$ cat src/design/hs_pkg.sv
`default_nettype none

package hs_pkg;

   localparam int CAPACITY   = 64;
   localparam int DATA_WIDTH = 32;

   typedef enum logic [0:0] {
      ST_LOAD  = 1'b0,
      ST_DRAIN = 1'b1
   } state_type;

   typedef struct packed {
      logic load;
      logic shift;
   } cmd_type;

endpackage

`default_nettype wire

$ cat src/design/hs_cell.sv
`default_nettype none

module hs_cell (
   input  wire logic                                   clock,
   input  wire logic                                   reset,
   input  wire hs_pkg::cmd_type                        cmd,
   input  wire logic signed [hs_pkg::DATA_WIDTH-1:0]   req_value,
   input  wire logic                                   left_gt,
   input  wire logic signed [hs_pkg::DATA_WIDTH-1:0]   left_value,
   input  wire logic                                   left_valid,
   input  wire logic signed [hs_pkg::DATA_WIDTH-1:0]   right_value,
   input  wire logic                                   right_valid,
   output logic signed [hs_pkg::DATA_WIDTH-1:0]        value,
   output logic                                        valid,
   output logic                                        gt
);

   logic signed [hs_pkg::DATA_WIDTH-1:0] value_ff;
   logic signed [hs_pkg::DATA_WIDTH-1:0] value_in;
   logic                                 valid_ff;
   logic                                 valid_in;

   // an empty cell counts as holding +infinity
   assign gt    = !valid_ff || (value_ff > req_value);
   assign value = value_ff;
   assign valid = valid_ff;

   always_comb begin
      value_in = value_ff;
      valid_in = valid_ff;
      if (cmd.load) begin
         if (gt) begin
            value_in = left_gt ? left_value : req_value;
            valid_in = valid_ff | left_valid;
         end
      end else if (cmd.shift) begin
         value_in = right_value;
         valid_in = right_valid;
      end
   end

   always_ff @(posedge clock) begin
      value_ff <= value_in;
      if (reset) begin
         valid_ff <= 1'b0;
      end else begin
         valid_ff <= valid_in;
      end
   end

endmodule

`default_nettype wire

$ cat config.mk
export PLATFORM = sky130hd
export DESIGN_NAME = hs_cell
export DESIGN_NICKNAME = d
export VERILOG_FILES = /design/src/design/hs_pkg.sv /design/src/design/hs_cell.sv
export SDC_FILE = /design/constraint.sdc
export NUM_CORES = 1
export LEC_CHECK = 0
export BUFFER_PORTS_ARGS = -buffer_cell sky130_fd_sc_hd__buf_2
export CAP_MARGIN = 20
export CORE_MARGIN = 4
export CORE_UTILIZATION = 28
export CTS_CLUSTER_SIZE = 30
export DETAILED_ROUTE_END_ITERATION = 16
export HOLD_SLACK_MARGIN = 0.05
export PLACE_DENSITY = 0.51
export SYNTH_ARGS = -nofsm -noshare
export SYNTH_HDL_FRONTEND = slang
export SYNTH_SLANG_ARGS = --single-unit
$ cat constraint.sdc
create_clock -name clock -period 4.69 [get_ports clock]
set_input_delay 0.7035 -clock clock [delete_from_list [all_inputs] [get_ports clock]]
set_output_delay 0.7035 -clock clock [all_outputs]
set_load 0.02 [all_outputs]
==> run metrics, run 1 <==
Leakage 1.74 nW; Vias 2312; worst-margin pin slew 977 ps; hold_buf cts 0; crit-path max FO 4; clk slew on worst S/H paths 60 ps; Tot GR Track Use 0.124; RSZ-0062 raised after global routing no; cell with the most instances after synthesis a21oi_1; Final period util 0.777; worst relative slew slack 0.349; Netlist cell types 27; CTS sink count 33; Seq/Total Area, Yosys 0.392; fin crit period 3640 ps; Mapped Nets 399; CP Class in -> out; die width 102 µm; # nets final 532; CTS tree built; Post-CTS Setup Bufs 0; area of the mapped netlist 2500 µm²; number of synthesized flops with an enable pin 32; asr flop ratio synth 0; Synth area leader edfxtp_1; Slowest cell on crit path or4_4; CP bufs+invs 3; largest net degree at the start of global routing 68; cts bufs inserted 5; largest cells by area after synthesis edfxtp_1 (38%), ha_1 (16%), mux2i_1 (13%); Max Fclk 274 MHz; endpoint class of the critical path output pin; Crit path top cell by count buf_2; GRT overflow 0; die area 10500 µm²; First-pass DRT Iterations 4; Max clock buf depth 2; worst path required time 3990 ps; maxcap violations 0; wire per inst 13.4 µm; area delta synth->final 34.9%; Final Wtd Congestion 0.754; Avg Cell Area, Syn 9.47 µm²; H-Tree Depth 2; initial antenna violation count 0; # IOs 137; Cells after DPL 498; vias in the first global route 2186; final non-filler cell total 505; Util after Layout 0.387; Core ar. 8720 µm²; setup_tns 0 ps; hold slack 577 ps; detailed-route vias per instance 4.58; Initial Utilization 0.287; Power Total 0.000861 W; synthesized flop and latch total 33; DRC 0; die height 102 µm; Clock Tree Root clkbuf_8; dominant synthesized flop cell edfxtp_1; top-area cell type share of the netlist area 0.384; synth cell count leaders a21oi_1 (46), inv_1 (35), nor2_1 (34); crit-path leading delay family simple AND/OR/NAND/NOR gates; status complete, no violations; Worst Skew 8.34 ps; Syn. warnings 0; first-pass GRT wire length 10200 µm; Arrival @ worst endpoint 2940 ps; final WL 6780 µm; # resized after CTS 0; Final Setup Violations 0; Initial DRC Count 60; gate count after technology mapping 264; Clock Latency Late Sink 280 ps; CP Cell Sequence buf_2, inv_1, ha_1, nand4_1, or4_4, or4_1, o311ai_1, nand3_1, buf_2; n_diodes 0; Max Slew Vio Count 0; Power per Cell Area 255 nW/µm²; input/output buffers 136; Fin. Hold Viols 0; post-DP HPWL 5650 µm; Worst setup SP type input pin; max incr delay on CP 610 ps; Hold WC Path Type reg -> reg; DRT antenna net count 0; Cell Rows 34; share of layout cells above drive strength 1 0.368; Peak VDD IR 0.0000956 V
-- metal layers --
layer  share of wire  global-route usage  vias to the layer above
met2            0.46               0.205                       86
met4          0.0080              0.0303                        0
met3           0.093              0.0311                        7
li1                -                   -                     1214
met5               0                   0                        -
met1            0.44               0.162                     1005
-- sequential cells by signal (all words and copies together) (netlist names) --
register  flops
valid         1
value        32
-- path summary, 6_finish.rpt --
kind	start	end	slack (ps)	cells past startpoint
worst max register to register	value[30]	value[3]	1230	8
worst min-delay path	valid	valid	580	2
worst min register to register	valid	valid	580	2
worst max-delay path	req_value[31]	gt	1050	9
-- worst reg2reg max path, delay by kind of cell (launching register included) --
kind | cells | cell delay (ps)
buffers and inverters | 1 | 380
AND/OR/NAND/NOR | 3 | 1130
flip-flops | 1 | 390
AO/OA/AOI/OAI | 3 | 890
adder cells (fa/ha/maj) | 1 | 350
-- where the power goes --
group	leakage [nW]	internal [W]	switching [W]
registers	0.325	0.000365	0.0000182
clock network	0.0387	0.0000999	0.0000971
logic	1.38	0.000120	0.000161
total	1.74	0.000585	0.000276
-- logic make-up after synthesis --
| kind of cell | after synthesis | share of synthesized area |
|---|---|---|
| AND/OR/NAND/NOR | 63 | 0.121 |
| buffers and inverters | 47 | 0.0706 |
| adder cells (fa/ha/maj) | 32 | 0.160 |
| multiplexers | 32 | 0.128 |
| AO/OA/AOI/OAI | 57 | 0.128 |
| flip-flops | 33 | 0.392 |
-- stage by stage --
step,instance area [µm²],setup WS [ps]
2_1_floorplan,2500,906
3_5_place_dp,3300,704
3_3_place_gp,3300,795
5_1_grt,3370,865
6_report,3370,1050
4_1_cts,3370,1010
-- placed cells by master, fill, tap and decap left out, drive strengths merged --
master,Yosys,final
or4,3,3
clkinv,0,1
ha,32,32
edfxtp,32,32
a2111oi,1,1
nor3b,1,1
nand2,7,7
nor4b,1,1
and4,1,1
inv,35,35
nor3,2,2
buf,5,138
a21oi,46,46
or4b,1,1
dfxtp,1,1
a221oi,1,1
o21ai,2,2
o311ai,1,1
nand4,5,5
clkbuf,7,6
mux2i,32,32
a21o,4,4
nand2b,1,1
nand3,7,7
a41oi,1,1
a211oi,1,1
nor2,34,34
-- layout make-up --
class	instances	area (µm²)
multi-input cells	184	1350
flip-flops and latches	33	981
well taps	108	135
clock inverters	1	3.75
fillers	922	5350
clock buffers	6	72.6
repair buffers	138	696
inverters	35	131
Power figures use the tool's default switching activity.
==> run 2: changes to the inputs <==
Settings changed: ABC_AREA set to 1, PLACE_DENSITY 0.51 to 0.5.
Clock period 4.69 ns to 3.7 ns, I/O delays scaled along.
==> run metrics, run 2 <==
Netlist cell types 25; Post-CTS Setup Bufs 0; dominant synthesized flop cell edfxtp_1; Setup WS pre-CTS 702 ps; Max Fclk 373 MHz; Cells after DPL 566; largest cells by area after synthesis edfxtp_1 (37%), ha_1 (16%), o21ai_1 (12%); Synth area leader edfxtp_1; n_diodes 0; Fin. Hold Viols 0; wire per inst 13.3 µm; CTS tree built; First-pass DRT Iterations 4; die area 10800 µm²; synthesized flop and latch total 33; final non-filler cell total 574; Compound-Gate Fraction of Synth Area 0.169; switching part of the total 0.345; Clock Tree Root clkbuf_8; H-Tree Depth 2; clk slew on worst S/H paths 70 ps; Synth Area in Adders 0.156; number of synthesized flops with an enable pin 32; status complete, no violations; Fillers 968; die width 104 µm; asr flop ratio synth 0; GRT overflow 0; initial antenna violation count 0; cell with the most instances after synthesis nand2_1; detailed-route vias per instance 4.52; Syn. warnings 0; Cell Rows 34; Arrival @ worst endpoint 2650 ps; Vias 2593; crit-path leading delay family simple AND/OR/NAND/NOR gates; Slowest cell on crit path edfxtp_1; Core ar. 8850 µm²; cts bufs inserted 5; Tot GR Track Use 0.139; Final Wtd Congestion 0.728; die height 104 µm; Final Setup Violations 0; Initial DRC Count 100; maxcap violations 0; fin area 3430 µm²; worst path required time 3660 ps; Clock Latency Late Sink 280 ps; Peak VDD IR 0.000131 V; hold_buf cts 0; area delta synth->final 33.3%; worst-margin pin slew 684 ps; Max Slew Vio Count 0; sequential power share 0.430; Seq/Total Area, Yosys 0.381; mux cell area share after synthesis 0; endpoint class of the critical path flop; CP Class reg -> reg; Leakage 1.80 nW; Max clock buf depth 2; fin crit period 2680 ps; Mapped Nets 468; max reg flops 32; area of the mapped netlist 2570 µm²; fin worst setup slack 1020 ps; # IOs 137; Comb power frac 0.345; first-pass GRT wire length 12400 µm; Avg Cell Area, Syn 7.73 µm²; worst relative slew slack 0.544; Final period util 0.725; most frequent cells in the layout buf_2 (136), nand2_1 (72), o21ai_1 (62); DRT antenna net count 0; Crit path top cell by count nand2_1; Power per Cell Area 335 nW/µm²; Hold WC Path Type in -> reg; top-area cell type share of the netlist area 0.373; RSZ-0062 raised after global routing no; max incr delay on CP 400 ps; crit-path max FO 19; setup_tns 0 ps; input/output buffers 136; clock power share 0.225; Worst setup SP type flop; Util after Layout 0.388; vias in the first global route 2639; Initial Utilization 0.291; largest family of logic cells by synthesized area simple AND/OR/NAND/NOR gates; NetSw 0.000397 W; gate count after technology mapping 333; Placement Cell Area 3350 µm²; # resized after CTS 0; Simple-Gate Fraction of Synth Area 0.205; DRC 0; xor/xnor cell area share of the yosys netlist 0; post-DP HPWL 6150 µm; CP bufs+invs 1; largest net degree at the start of global routing 37; synth cell count leaders nand2_1 (72), o21ai_1 (62), inv_1 (42); final WL 7620 µm; Pint 0.000754 W; Worst Skew 4.26 ps; share of layout cells above drive strength 1 0.343; most common cell after layout, fill and taps aside buf_2; CTS sink count 33; # nets final 600; CP Cell Sequence ha_1, nand2_1, nor2_1, nand4_1, nor2_2, nand2_1, nand2_1, nand2_1, nand2_1, nand2_2, nand3_2, and2_2, buf_4
[run 2: cell types whose count changed after synthesis, moves of 6 or more]
cell	previous run	this run
mux2i_1	32	0
a21oi_1	46	12
nor2_1	34	40
o21ai_1	0	62
nand2_1	7	72
inv_1	35	42
[run 2: final timing paths]
path / start / endpoint / slack [ps] / cells after the start
max: value[23] / value[31] / 1020 / 13
min: reset / valid / 510 / 4
max reg2reg: value[23] / value[31] / 1020 / 13
min reg2reg: valid / valid / 630 / 4
[run 2: layout make-up]
cell class                      instances  area (µm²)  share of cell area
Multi-Input combinational cell        242        1360               0.397
Sequential cell                        33         981               0.286
Timing Repair Buffer                  138         696               0.203
Inverter                               45         174              0.0507
Tap cell                              108         135              0.0394
Clock buffer                            6        72.6              0.0211
Clock inverter                          2        10.0             0.00292
[run 2: power groups by stage]
| stage | Combinational, W | Sequential, W | Clock [W] |
|---|---|---|---|
| after floorplan | 0.000191 | 0.000555 | 0 |
| after global placement | 0.000399 | 0.000504 | 0 |
| after detailed placement | 0.000402 | 0.000504 | 0 |
| after CTS | 0.000404 | 0.000496 | 0.000272 |
| after global routing | 0.000453 | 0.000500 | 0.000287 |
| final | 0.000397 | 0.000495 | 0.000259 |
[run 2: per-stage QoR]
| stage | total power, W | hold WS, ps |
|---|---|---|
| finish | 0.00115 | 509 |
| global route | 0.00124 | 522 |
| CTS | 0.00117 | 500 |
| detailed placement | 0.000906 | 619 |
| global placement | 0.000903 | 626 |
| floorplan | 0.000746 | 654 |
[run 2: layer usage]
metal / track usage / share of wire / up-vias
li1: - / - / 1371
met1: 0.174 / 0.45 / 1138
met2: 0.242 / 0.48 / 82
met3: 0.0298 / 0.060 / 2
met4: 0.0342 / 0.0072 / 0
met5: 0 / 0 / -
[run 2: cells by family (layout without fill, tap and decap cells)]
logic type	count (synthesis)	after routing
flip-flops	33	33
adder cells (fa/ha/maj)	32	32
AO/OA/AOI/OAI	83	83
AND/OR/NAND/NOR	127	127
buffers and inverters	58	191
[run 2: worst min-delay path, delay by kind of cell]
family	cells	cell delay [ps]
buffers and inverters	2	110
AO/OA/AOI/OAI	1	30
AND/OR/NAND/NOR	1	50
