[src/design/hs_pkg.sv]
`default_nettype none

package hs_pkg;

   localparam int CAPACITY   = 64;
   localparam int DATA_WIDTH = 32;

   typedef enum logic [0:0] {
      ST_LOAD  = 1'b0,
      ST_DRAIN = 1'b1
   } state_type;

   typedef struct packed {
      logic load;
      logic shift;
   } cmd_type;

endpackage

`default_nettype wire

[src/design/hs_ctrl.sv]
`default_nettype none

module hs_ctrl (
   input  wire logic             clock,
   input  wire logic             reset,
   input  wire logic             req_valid,
   input  wire logic             req_last,
   output logic                  req_ready,
   output logic                  rsp_valid,
   input  wire logic             rsp_ready,
   input  wire logic             full,
   input  wire logic             tail,
   output logic                  overflow,
   output hs_pkg::cmd_type       cmd
);

   hs_pkg::state_type state_ff;
   hs_pkg::state_type state_in;
   logic              overflow_ff;
   logic              overflow_in;

   always_ff @(posedge clock) begin
      if (reset) begin
         state_ff    <= hs_pkg::ST_LOAD;
         overflow_ff <= 1'b0;
      end else begin
         state_ff    <= state_in;
         overflow_ff <= overflow_in;
      end
   end

   always_comb begin
      state_in    = state_ff;
      overflow_in = overflow_ff;
      req_ready   = 1'b0;
      rsp_valid   = 1'b0;
      cmd         = '0;
      case (state_ff)
         hs_pkg::ST_LOAD: begin
            req_ready = 1'b1;
            if (req_valid) begin
               cmd.load = !full;
               if (full) begin
                  overflow_in = 1'b1;
               end
               if (req_last) begin
                  state_in = hs_pkg::ST_DRAIN;
               end
            end
         end
         hs_pkg::ST_DRAIN: begin
            rsp_valid = 1'b1;
            if (rsp_ready) begin
               cmd.shift = 1'b1;
               if (tail) begin
                  state_in    = hs_pkg::ST_LOAD;
                  overflow_in = 1'b0;
               end
            end
         end
         default: begin
            state_in = hs_pkg::ST_LOAD;
         end
      endcase
   end

   assign overflow = overflow_ff;

   a_no_overlap: assert property (@(posedge clock) disable iff (reset)
      !(req_ready && rsp_valid))
      else $error("load and drain active together");

   a_last_starts_drain: assert property (@(posedge clock) disable iff (reset)
      (req_valid && req_ready && req_last) |=> rsp_valid)
      else $error("drain did not follow last transfer");

   a_no_load_when_full: assert property (@(posedge clock) disable iff (reset)
      cmd.load |-> !full)
      else $error("insert into full chain");

   a_overflow_held: assert property (@(posedge clock) disable iff (reset)
      (rsp_valid && $past(rsp_valid)) |-> $stable(overflow))
      else $error("overflow changed during drain");

endmodule

`default_nettype wire

[config.mk]
export PLATFORM = sky130hd
export DESIGN_NAME = hs_ctrl
export DESIGN_NICKNAME = d
export VERILOG_FILES = /design/src/design/hs_pkg.sv /design/src/design/hs_ctrl.sv
export SDC_FILE = /design/constraint.sdc
export NUM_CORES = 1
export LEC_CHECK = 0
export ABC_AREA = 1
export BUFFER_PORTS_ARGS = -buffer_cell sky130_fd_sc_hd__buf_2
export CELL_PAD_IN_SITES_DETAIL_PLACEMENT = 1
export CELL_PAD_IN_SITES_GLOBAL_PLACEMENT = 1
export CORE_AREA = 2 2 39 41
export CTS_BUF_LIST = sky130_fd_sc_hd__clkbuf_8
export DETAILED_ROUTE_END_ITERATION = 16
export DIE_AREA = 0 0 41 43
export GPL_ROUTABILITY_DRIVEN = 0
export HOLD_SLACK_MARGIN = 0.02
export PLACE_DENSITY = 0.43
export SLEW_MARGIN = 20
export SYNTH_ARGS = -nofsm -noshare
export SYNTH_HDL_FRONTEND = slang
export SYNTH_SLANG_ARGS = --single-unit
[constraint.sdc]
create_clock -name clock -period 0.8 [get_ports clock]
set_input_delay 0 -clock clock [delete_from_list [all_inputs] [get_ports clock]]
set_output_delay 0 -clock clock [all_outputs]
set_load 0.01 [all_outputs]
==> results of run 1 <==
path summary, 6_finish.rpt:
path / cells past startpoint / from / to
worst max-delay path: 4 / state_ff / cmd[1]
worst min-delay path: 3 / req_last / state_ff
worst max register to register: 6 / state_ff / overflow
worst min register to register: 2 / overflow / overflow
area by class of cell:
class / count / area [sq um] / area share [%]
sequential: 2 / 43.8 / 14.7
clock inverter: 1 / 3.75 / 1.26
inverter: 2 / 10.0 / 3.36
timing repair buffer: 14 / 98.8 / 33.2
multi-input combinational: 15 / 80.1 / 26.9
tap: 16 / 20.0 / 6.72
clock buffer: 3 / 41.3 / 13.9
repair_timing:
action	in CTS	in global routing
hold endpoints to repair	2	0
resized for setup	3	4
setup endpoints to repair	3	5
hold buffers	1	0
setup buffers	2	0
pin swaps	1	2
sequential cells by signal, summed over array words and instances, names as in the netlist:
name and flops:
overflow 1, state_ff 1
power breakdown:
part           internal, mW  total [mW]  leakage (nW)  switching (mW)
Clock                 0.325       0.411        0.0269          0.0862
Sequential            0.107       0.114        0.0172         0.00697
Combinational        0.0577       0.111         0.112          0.0532
cells in the mapped netlist:
master                    number  share of area (%)
sky130_fd_sc_hd__inv_2         1                3.3
sky130_fd_sc_hd__a21oi_2       1                7.6
sky130_fd_sc_hd__dfxtp_1       2                 35
sky130_fd_sc_hd__nand2_1       9                 29
sky130_fd_sc_hd__inv_1         1                3.3
sky130_fd_sc_hd__nand3_1       2                8.7
sky130_fd_sc_hd__a21oi_1       1                4.3
sky130_fd_sc_hd__nor2_1        1                3.3
sky130_fd_sc_hd__nand2_2       1                5.4
worst max-delay path: cells and delay by family (launching register included):
kind | cells | cell delay, ps
buf+inv | 2 | 200
flops | 1 | 350
simple gates | 2 | 110
logic make-up (layout without fill, tap and decap cells):
family,count (synthesis),count (layout),synth area share (%)
AOI/OAI and AO/OA,2,2,12.0
DFF,2,2,34.8
buffers and inverters,2,20,6.52
and+or+nand+nor,13,13,46.7
per-stage QoR:
stage	hold slack [ps]	setup slack, ps
2_1_floorplan	47.5	22.4
3_3_place_gp	175	9.53
3_5_place_dp	186	-5.90
4_1_cts	52.7	-87.4
5_1_grt	75.4	-124
6_report	58.6	-74.9
layer usage:
layer | wire length [um] | share of wire, %
met2 | 239 | 45
met3 | 65 | 12
met1 | 223 | 42
met5 | 0 | 0
met4 | 5 | 0.94
==> summary.md, run 1 <==
| Metric | Value |
|---|---|
| Result of the run | complete, but fails checks |
| Violations in the final reports | setup timing |
| DRC violation total after the first TritonRoute iteration | 0 |
| CTS tree | built |
| Crit path max-delay cell type | sky130_fd_sc_hd__dfxtp_4 |
| Count of pins on the block boundary | 12 |
| Initial Utilization | roughly 8.3% |
| M2 GR Usage | under 10% |
| Max Clk Rate | about 1.1 GHz |
| Area of the mapped netlist | between 100 and 150 sq um |
| Worst slew margin | slightly above 90% |
| Global-route wire length before repair | 800 um |
| GR Util met3 | between 4 and 5% |
| Area Overhead vs Synth | 159% |
| Number of buffers created by CTS | 3 |
| Final Cycle Share | 109% |
| Synth Warn # | 0 |
| Max rail drop VDD | between 500 and 600 uV |
| Max H-tree Level | 1 |
| TritonRoute pass-1 iters | 1 |
| Synth unique cells | 9 |
| Hold WC Path Type | primary input to flop |
| Non-filler instance count after layout | 53 |
| Die Outline Area | 1760 sq um |
| Total Neg Setup Slack | -164 ps |
| Final Worst Setup Slack | -74.9 ps |
| Clock period minus final worst setup slack | slightly below 900 ps |
| Initial antenna violation count | 0 |
| Half-perimeter wire length of the detailed placement result | 372 um |
| Vias in the first global route | 202 |
| PwrDens | about 2100 nW/um^2 |
| Longest Clk Path Bufs | 2 |
| Portion of the post-synthesis area used by sequential elements | a little over a third |
| Horizontal die dimension | ~40 um |
| Endpoint type of the worst setup path | primary output |
| Critical Path Source Type | flop |
| Number of antenna cells inserted | 0 |
| Final global-route overflow total | 0 |
| Critical path cell sequence | inv_4 > nand2_4 > nor2_1 > buf_2 |
| Layer with the highest usage after global routing | met2 |
| Core Box Area | roughly 1400 sq um |
| Met1 demand-to-capacity share in global routing | between 7 and 8% |
| Fraction of the core area covered by cells at the end of the flow | a little over a fifth |
| Port buffer count | 11 |
| Post-route antenna net violation count | 0 |
| Tightest Pin Transition | 106 ps |
| CP max FO | 4 |
| Placed Cells | 46 |
| Routed length per instance | 10.1 um |
| Via count | between 150 and 200 |
| Setup repair after global routing missed its margin | yes |
| Worst setup skew after layout | ~3.2 ps |
| Number of synthesized register bits | 2 |
| Ratio of cells with drive above 1 in the final layout | 62.2% |
| Site row count | 14 |
| Data arrival time at the worst-slack endpoint | between 800 and 900 ps |
| Via density per instance | between 3 and 4 |
| Total count of hold-check failures in the final report | 0 |
| Design area | around 300 sq um |
| Total GRT Usage | under 10% |
| Maximum number of pins on one net before global-route repair | 5 |
| Post-route DRC | 0 |
| Cell area reported after detailed placement | 196 sq um |
| Post-synth net total | 26 |
| Pleak | ~0.16 nW |
| Final routed wirelength across all metal layers | about 530 um |
| Fill cell count | between 150 and 200 |
| Most used cells in the layout excluding fill and tap cells | sky130_fd_sc_hd__nand2_1 (8), sky130_fd_sc_hd__buf_2 (8), sky130_fd_sc_hd__clkbuf_8 (3), sky130_fd_sc_hd__buf_6 (3), sky130_fd_sc_hd__buf_4 (2) |
| Setup slack on the worst flop-to-flop path | -10 ps |
| Highest cell delay on the worst timing path | about 350 ps |
| Cells after Synth | 19 |
| Syn avg cell area | 6.06 sq um |
| Source-to-sink clock delay at the later pin of the worst-skew pair | 210 ps |
| Worst endpoint required time | about 800 ps |
| Count of pins over their slew limit | 0 |
| Final Setup Violations | 4 |
| Total number of nets in the final design | 45 |
| TritonCTS Sinks | 2 |
| Buffer type at the clock tree root | sky130_fd_sc_hd__clkbuf_8 |
| Type of the setup path with the least slack | flop to primary output |
| Clock transition at the register clock pins on the worst setup and hold paths after CTS | about 30 ps |
| Max cap viols | 0 |
| Chip height | around 43 um |
| Tot Pwr | 0.636 mW |
Power figures use the tool's default switching activity.
==> inputs of run 2 (changes only) <==
GPL_TIMING_DRIVEN = 1   (was unset)
TNS_END_PERCENT = 5   (was unset)
==> summary.md, run 2 (synthesis gave the netlist of run 1 again) <==
| Metric | Value |
|---|---|
| Max Clk Rate | 1.14 GHz (about the same) |
| Source-to-sink clock delay at the later pin of the worst-skew pair | 210 ps (about the same) |
| Via count | 188 (was 194) |
| Setup repair after global routing missed its margin | yes (unchanged) |
| TritonCTS Sinks | 2 (unchanged) |
| Violations in the final reports | setup timing (unchanged) |
| Int Power | 0.479 mW (was 0.490 mW) |
| Final Setup Violations | 4 (unchanged) |
| Total GRT Usage | 6.81% (was 7.31%) |
| Critical Path Source Type | flop (unchanged) |
| Proportion of total power due to net switching | 22.4% (was 23.0%) |
| Final routed wirelength across all metal layers | 467 um (was 534 um) |
| Final Cycle Share | 109% (about the same) |
| Part of the power in the clock network | 66.6% (was 64.7%) |
| Result of the run | complete, but fails checks (unchanged) |
| Die Outline Area | 1760 sq um (unchanged) |
| Site row count | 14 (unchanged) |
| PwrDens | 2280 nW/um^2 (was 2140 nW/um^2) |
| Via density per instance | 3.62 (was 3.66) |
| Share of total power in sequential cells | 18.4% (was 17.9%) |
| Max H-tree Level | 1 (unchanged) |
| Fill cell count | 183 (was 180) |
| Area Overhead vs Synth | 136% (was 159%) |
| Worst endpoint required time | 800 ps (about the same) |
| Number of buffers created by CTS | 3 (unchanged) |
| Endpoint type of the worst setup path | primary output (unchanged) |
| Max rail drop VDD | 522 uV (was 545 uV) |
| Setup slack on the worst flop-to-flop path | -10 ps (about the same) |
| Core Box Area | 1380 sq um (unchanged) |
| Pleak | 0.145 nW (was 0.156 nW) |
| Critical path endpoint | cmd[1] (unchanged) |
| Maximum number of pins on one net before global-route repair | 6 (was 5) |
| Non-filler instance count after layout | 52 (was 53) |
| Final Worst Setup Slack | -75.1 ps (was -74.9 ps) |
| CTS tree | built (unchanged) |
| Worst setup skew after layout | 3.31 ps (was 3.23 ps) |
| Vias in the first global route | 182 (was 202) |
| Total Neg Setup Slack | -154 ps (was -164 ps) |
| Port buffer count | 11 (unchanged) |
| Net switching component of the power | 0.139 mW (was 0.146 mW) |
| Total count of hold-check failures in the final report | 0 (unchanged) |
| Data arrival time at the worst-slack endpoint | 880 ps (was 870 ps) |
| Placed Cells | 46 (unchanged) |
| Tightest Pin Transition | 109 ps (was 106 ps) |
| Ratio of cells with drive above 1 in the final layout | 55.6% (was 62.2%) |
| Global-route wire length before repair | 731 um (was 800 um) |
| Longest Clk Path Bufs | 2 (unchanged) |
| Worst slew margin | 92.7% (was 92.9%) |
| Count of pins on the block boundary | 12 (unchanged) |
| Clock transition at the register clock pins on the worst setup and hold paths after CTS | 30 ps (about the same) |
| Highest cell delay on the worst timing path | 350 ps (about the same) |
| Capture point of the worst reg-to-reg path | overflow (unchanged) |
| Post-route DRC | 0 (unchanged) |
| Count of pins over their slew limit | 0 (unchanged) |
| Number of cells on the worst reg-to-reg path | 4 (was 6) |
| Most used cells in the layout excluding fill and tap cells | sky130_fd_sc_hd__nand2_1 (9), sky130_fd_sc_hd__buf_2 (9), sky130_fd_sc_hd__clkbuf_8 (3) (was sky130_fd_sc_hd__nand2_1 (8), sky130_fd_sc_hd__buf_2 (8), sky130_fd_sc_hd__clkbuf_8 (3), sky130_fd_sc_hd__buf_6 (3), sky130_fd_sc_hd__buf_4 (2)) |
| Initial antenna violation count | 0 (unchanged) |
| Logic pwr share | 15.0% (was 17.4%) |
| Timing startpoint of the critical path | state_ff (unchanged) |
| DRC violation total after the first TritonRoute iteration | 0 (unchanged) |
| Routed length per instance | 8.98 um (was 10.1 um) |
| Fraction of the core area covered by cells at the end of the flow | 19.6% (was 21.5%) |
| Crit path max-delay cell type | sky130_fd_sc_hd__dfxtp_4 (unchanged) |
| TritonRoute pass-1 iters | 1 (unchanged) |
| Worst reg2reg startpoint | state_ff (unchanged) |
| Hold WC Path Type | primary input to flop (unchanged) |
| Type of the setup path with the least slack | flop to primary output (unchanged) |
| Total number of nets in the final design | 44 (was 45) |
| CP max FO | 5 (was 4) |
| Initial Utilization | 8.32% (unchanged) |
| Chip height | 43 um (unchanged) |
| Horizontal die dimension | 41 um (unchanged) |
| Number of antenna cells inserted | 0 (unchanged) |
| Half-perimeter wire length of the detailed placement result | 372 um (unchanged) |
| Critical path cell sequence | inv_4 > nand2_2 > nor2_1 > buf_2 (was inv_4 > nand2_4 > nor2_1 > buf_2) |
| Buffer type at the clock tree root | sky130_fd_sc_hd__clkbuf_8 (unchanged) |
| Max cap viols | 0 (unchanged) |
| Post-route antenna net violation count | 0 (unchanged) |
| Clock period minus final worst setup slack | 875 ps (about the same) |
| Final global-route overflow total | 0 (unchanged) |
-- run 2: changes by cell type in the layout (fill, tap and decap cells not counted) --
cell / delta
sky130_fd_sc_hd__buf_4: -1
sky130_fd_sc_hd__nand2_1: +1
sky130_fd_sc_hd__buf_2: +1
sky130_fd_sc_hd__nand2_4: -1
sky130_fd_sc_hd__nand3_2: -1
sky130_fd_sc_hd__nand3_1: +1
sky130_fd_sc_hd__buf_6: -1
-- run 2: power groups by stage --
stage / registers, mW / clock network (mW) / logic [mW]
2_1_floorplan: 0.118 / 0 / 0.0347
3_3_place_gp: 0.114 / 0 / 0.0787
3_5_place_dp: 0.115 / 0 / 0.0791
4_1_cts: 0.114 / 0.432 / 0.0916
5_1_grt: 0.115 / 0.435 / 0.106
6_report: 0.114 / 0.411 / 0.0928
-- run 2: final cells by class --
type	instances	area [sq um]	share of cell area, %
clock buffer	3	41.3	15.2
clock inverter	1	3.75	1.38
inverter	2	10.0	3.69
multi-input combinational	15	67.6	24.9
sequential	2	43.8	16.1
tap	16	20.0	7.37
timing repair buffer	13	85.1	31.3
-- run 2: worst min-delay path by stage --
| stage | cells after the start | endpoint | from |
|---|---|---|---|
| final | 3 | state_ff | req_last |
| after global routing | 3 | state_ff | req_last |
| after CTS | 3 | state_ff | req_last |
| after detailed placement | 2 | overflow | reset |
| after global placement | 2 | state_ff | reset |
| after floorplan | 1 | cmd[1] | full |
-- run 2: routing by layer --
metal	GRT usage, %	part of all wire [%]	wire, um	up-vias
met5	0	0	0	-
met4	6.00	1.1	5	0
li1	-	-	-	93
met3	4.71	16	77	2
met1	7.99	44	206	81
met2	7.81	38	177	12
-- run 2: timing repair --
item,4_1_cts,5_1_grt
endpoints found under the setup margin,3,4
pin swaps,0,0
buffers inserted,1,0
hold buffers,1,0
gates resized for setup,1,2
endpoints found under the hold margin,2,0
-- run 2: stage by stage --
step	hold slack [ps]	worst slack, ps	total power, mW	instance area (sq um)
6_report	59.7	-75.1	0.618	272
5_1_grt	75.5	-133	0.656	272
4_1_cts	52.7	-91.3	0.638	265
3_5_place_dp	186	-5.90	0.194	196
3_3_place_gp	175	9.53	0.193	196
2_1_floorplan	47.5	22.4	0.153	121
-- run 2: worst max-delay path, delay by kind of cell (launching register included) --
| family | cells | cell delay [ps] |
|---|---|---|
| flip-flops | 1 | 350 |
| AND/OR/NAND/NOR | 2 | 120 |
| buffers and inverters | 2 | 190 |
==> inputs of run 3 (changes only) <==
==> constraint.sdc (replaced) <==
create_clock -name clock -period 0.8 [get_ports clock]
set_input_delay 0.16 -clock clock [delete_from_list [all_inputs] [get_ports clock]]
set_output_delay 0.16 -clock clock [all_outputs]
set_load 0.01 [all_outputs]
==> summary.md, run 3 (synthesis gave the netlist of run 1 again) <==
| Metric | Value |
|---|---|
| TritonCTS Sinks | 2 (unchanged) |
| Ratio of cells with drive above 1 in the final layout | 69.4% (was 55.6%) |
| Hold WC Path Type | primary input to flop (unchanged) |
| Result of the run | complete, but fails checks (unchanged) |
| Total number of nets in the final design | 45 (was 44) |
| Critical Path Source Type | flop (unchanged) |
| Depth of the critical timing path with buffers and inverters included | 3 (was 4) |
| TritonRoute pass-1 iters | 2 (was 1) |
| Global-route wire length before repair | 828 um (was 731 um) |
| Area Overhead vs Synth | 162% (was 136%) |
| Total count of hold-check failures in the final report | 0 (unchanged) |
| Type of the setup path with the least slack | flop to primary output (unchanged) |
| Die Outline Area | 1760 sq um (unchanged) |
| Max cap viols | 0 (unchanged) |
| Count of pins over their slew limit | 0 (unchanged) |
| Worst Hold Depth | 2 (was 3) |
| Horizontal die dimension | 41 um (unchanged) |
| Longest Clk Path Bufs | 2 (unchanged) |
| Tightest Pin Transition | 102 ps (was 109 ps) |
| Placement-stage worst setup slack | -58.2 ps (was -5.90 ps) |
| Maximum number of pins on one net before global-route repair | 6 (unchanged) |
| Endpoint type of the worst setup path | primary output (unchanged) |
| Initial Utilization | 8.32% (unchanged) |
| CTS tree | built (unchanged) |
| Count of hold buffers inserted by post-cts repair | 0 (was 1) |
| Number of buffers created by CTS | 3 (unchanged) |
| Post-route antenna net violation count | 0 (unchanged) |
| Highest cell delay on the worst timing path | 360 ps (was 350 ps) |
| Family of cells with the greatest summed delay on the critical path | flip-flops (unchanged) |
| Max rail drop VDD | 604 uV (was 522 uV) |
| Critical path cell sequence | inv_4 > buf_4 > buf_6 (was inv_4 > nand2_2 > nor2_1 > buf_2) |
| Routed length per instance | 9.65 um (was 8.98 um) |
| Chip height | 43 um (unchanged) |
| Source-to-sink clock delay at the later pin of the worst-skew pair | 210 ps (about the same) |
| Port buffer count | 11 (unchanged) |
| Hold_ws | 139 ps (was 59.7 ps) |
| Count of buffering cells on the critical path with inverters included | 3 (was 2) |
| Clock period minus final worst setup slack | 1020 ps (was 875 ps) |
| Initial antenna violation count | 0 (unchanged) |
| Core Box Area | 1380 sq um (unchanged) |
| Vias in the first global route | 213 (was 182) |
| Most used cells in the layout excluding fill and tap cells | sky130_fd_sc_hd__nand2_1 (9), sky130_fd_sc_hd__buf_2 (8), sky130_fd_sc_hd__clkbuf_8 (3), sky130_fd_sc_hd__buf_6 (3), sky130_fd_sc_hd__buf_4 (3) (was sky130_fd_sc_hd__nand2_1 (9), sky130_fd_sc_hd__buf_2 (9), sky130_fd_sc_hd__clkbuf_8 (3)) |
| Worst endpoint required time | 640 ps (was 800 ps) |
| Number of antenna cells inserted | 0 (unchanged) |
| Count of pins on the block boundary | 12 (unchanged) |
| Final Worst Setup Slack | -219 ps (was -75.1 ps) |
| Max H-tree Level | 1 (unchanged) |
| Number of cells on the worst reg-to-reg path | 5 (was 4) |
| Worst slew margin | 93.1% (was 92.7%) |
| Site row count | 14 (unchanged) |
| Total GRT Usage | 7.81% (was 6.81%) |
| Final Cycle Share | 127% (was 109%) |
| Buffer type at the clock tree root | sky130_fd_sc_hd__clkbuf_8 (unchanged) |
| Half-perimeter wire length of the detailed placement result | 342 um (was 372 um) |
| Setup repair after global routing missed its margin | yes (unchanged) |
| DRC violation total after the first TritonRoute iteration | 1 (was 0) |
| Clock transition at the register clock pins on the worst setup and hold paths after CTS | 30 ps (about the same) |
| Final routed wirelength across all metal layers | 502 um (was 467 um) |
| Most common cell after layout, fill and taps aside | sky130_fd_sc_hd__nand2_1 |
| Timing startpoint of the critical path | state_ff (unchanged) |
| Pleak | 0.153 nW (was 0.145 nW) |
| Violations in the final reports | setup timing (unchanged) |
| Worst reg2reg startpoint | state_ff (unchanged) |
| Max Clk Rate | 0.982 GHz (was 1.14 GHz) |
| PwrDens | 2100 nW/um^2 (was 2280 nW/um^2) |
| Data arrival time at the worst-slack endpoint | 860 ps (was 880 ps) |
| Hold Path Origin | reset (was req_last) |
| Worst setup skew after layout | 4.94 ps (was 3.31 ps) |
| Final global-route overflow total | 0 (unchanged) |
| Crit path max-delay cell type | sky130_fd_sc_hd__dfxtp_4 (unchanged) |
| Final Setup Violations | 6 (was 4) |
| CP max FO | 5 (unchanged) |
| Via count | 183 (was 188) |
| Via density per instance | 3.52 (was 3.62) |
| Post-route DRC | 0 (unchanged) |
[run 3: layout make-up]
type / instances / area, sq um
Tap cell: 16 / 20.0
Multi-Input combinational cell: 15 / 88.8
Timing Repair Buffer: 14 / 96.3
Fill cell: 171 / 1080
Sequential cell: 2 / 45.0
Clock buffer: 3 / 41.3
Inverter: 2 / 10.0
[run 3: worst paths after layout]
path | end | slack (ps)
max | req_ready | -220
min | overflow | 140
max reg2reg | overflow | -130
min reg2reg | overflow | 470
[run 3: where the power goes]
| group | switching, mW | internal, mW |
|---|---|---|
| combinational | 0.0564 | 0.0620 |
| clock | 0.0806 | 0.318 |
| sequential | 0.00792 | 0.107 |
| total | 0.145 | 0.488 |
[run 3: through the flow]
step / power [mW] / utilization [%] / area, sq um / cells / setup TNS, ps
floorplan: 0.153 / - / 119 / 19 / -12.6
global placement: 0.193 / 14.0 / 194 / 46 / -28.6
detailed placement: 0.195 / 14.0 / 194 / 46 / -92.4
CTS: 0.640 / 20.3 / 282 / 52 / -1000
global route: 0.679 / 21.8 / 302 / 52 / -1200
finish: 0.633 / 21.8 / 302 / 52 / -879
[run 3: routing by layer]
metal  share of wire (%)  track usage (%)  wire length [um]
met5                   0                0                 0
met4                   0             8.00                 0
met3                  16             5.24                78
met2                  42             8.13               209
met1                  43             9.55               214
[run 3: timing repair]
| item | 4_1_cts | 5_1_grt |
|---|---|---|
| buffers inserted | 3 | 0 |
| resized for setup | 6 | 4 |
| pin swaps | 1 | 1 |
| gates cloned | 0 | 0 |
| endpoints found under the setup margin | 6 | 7 |
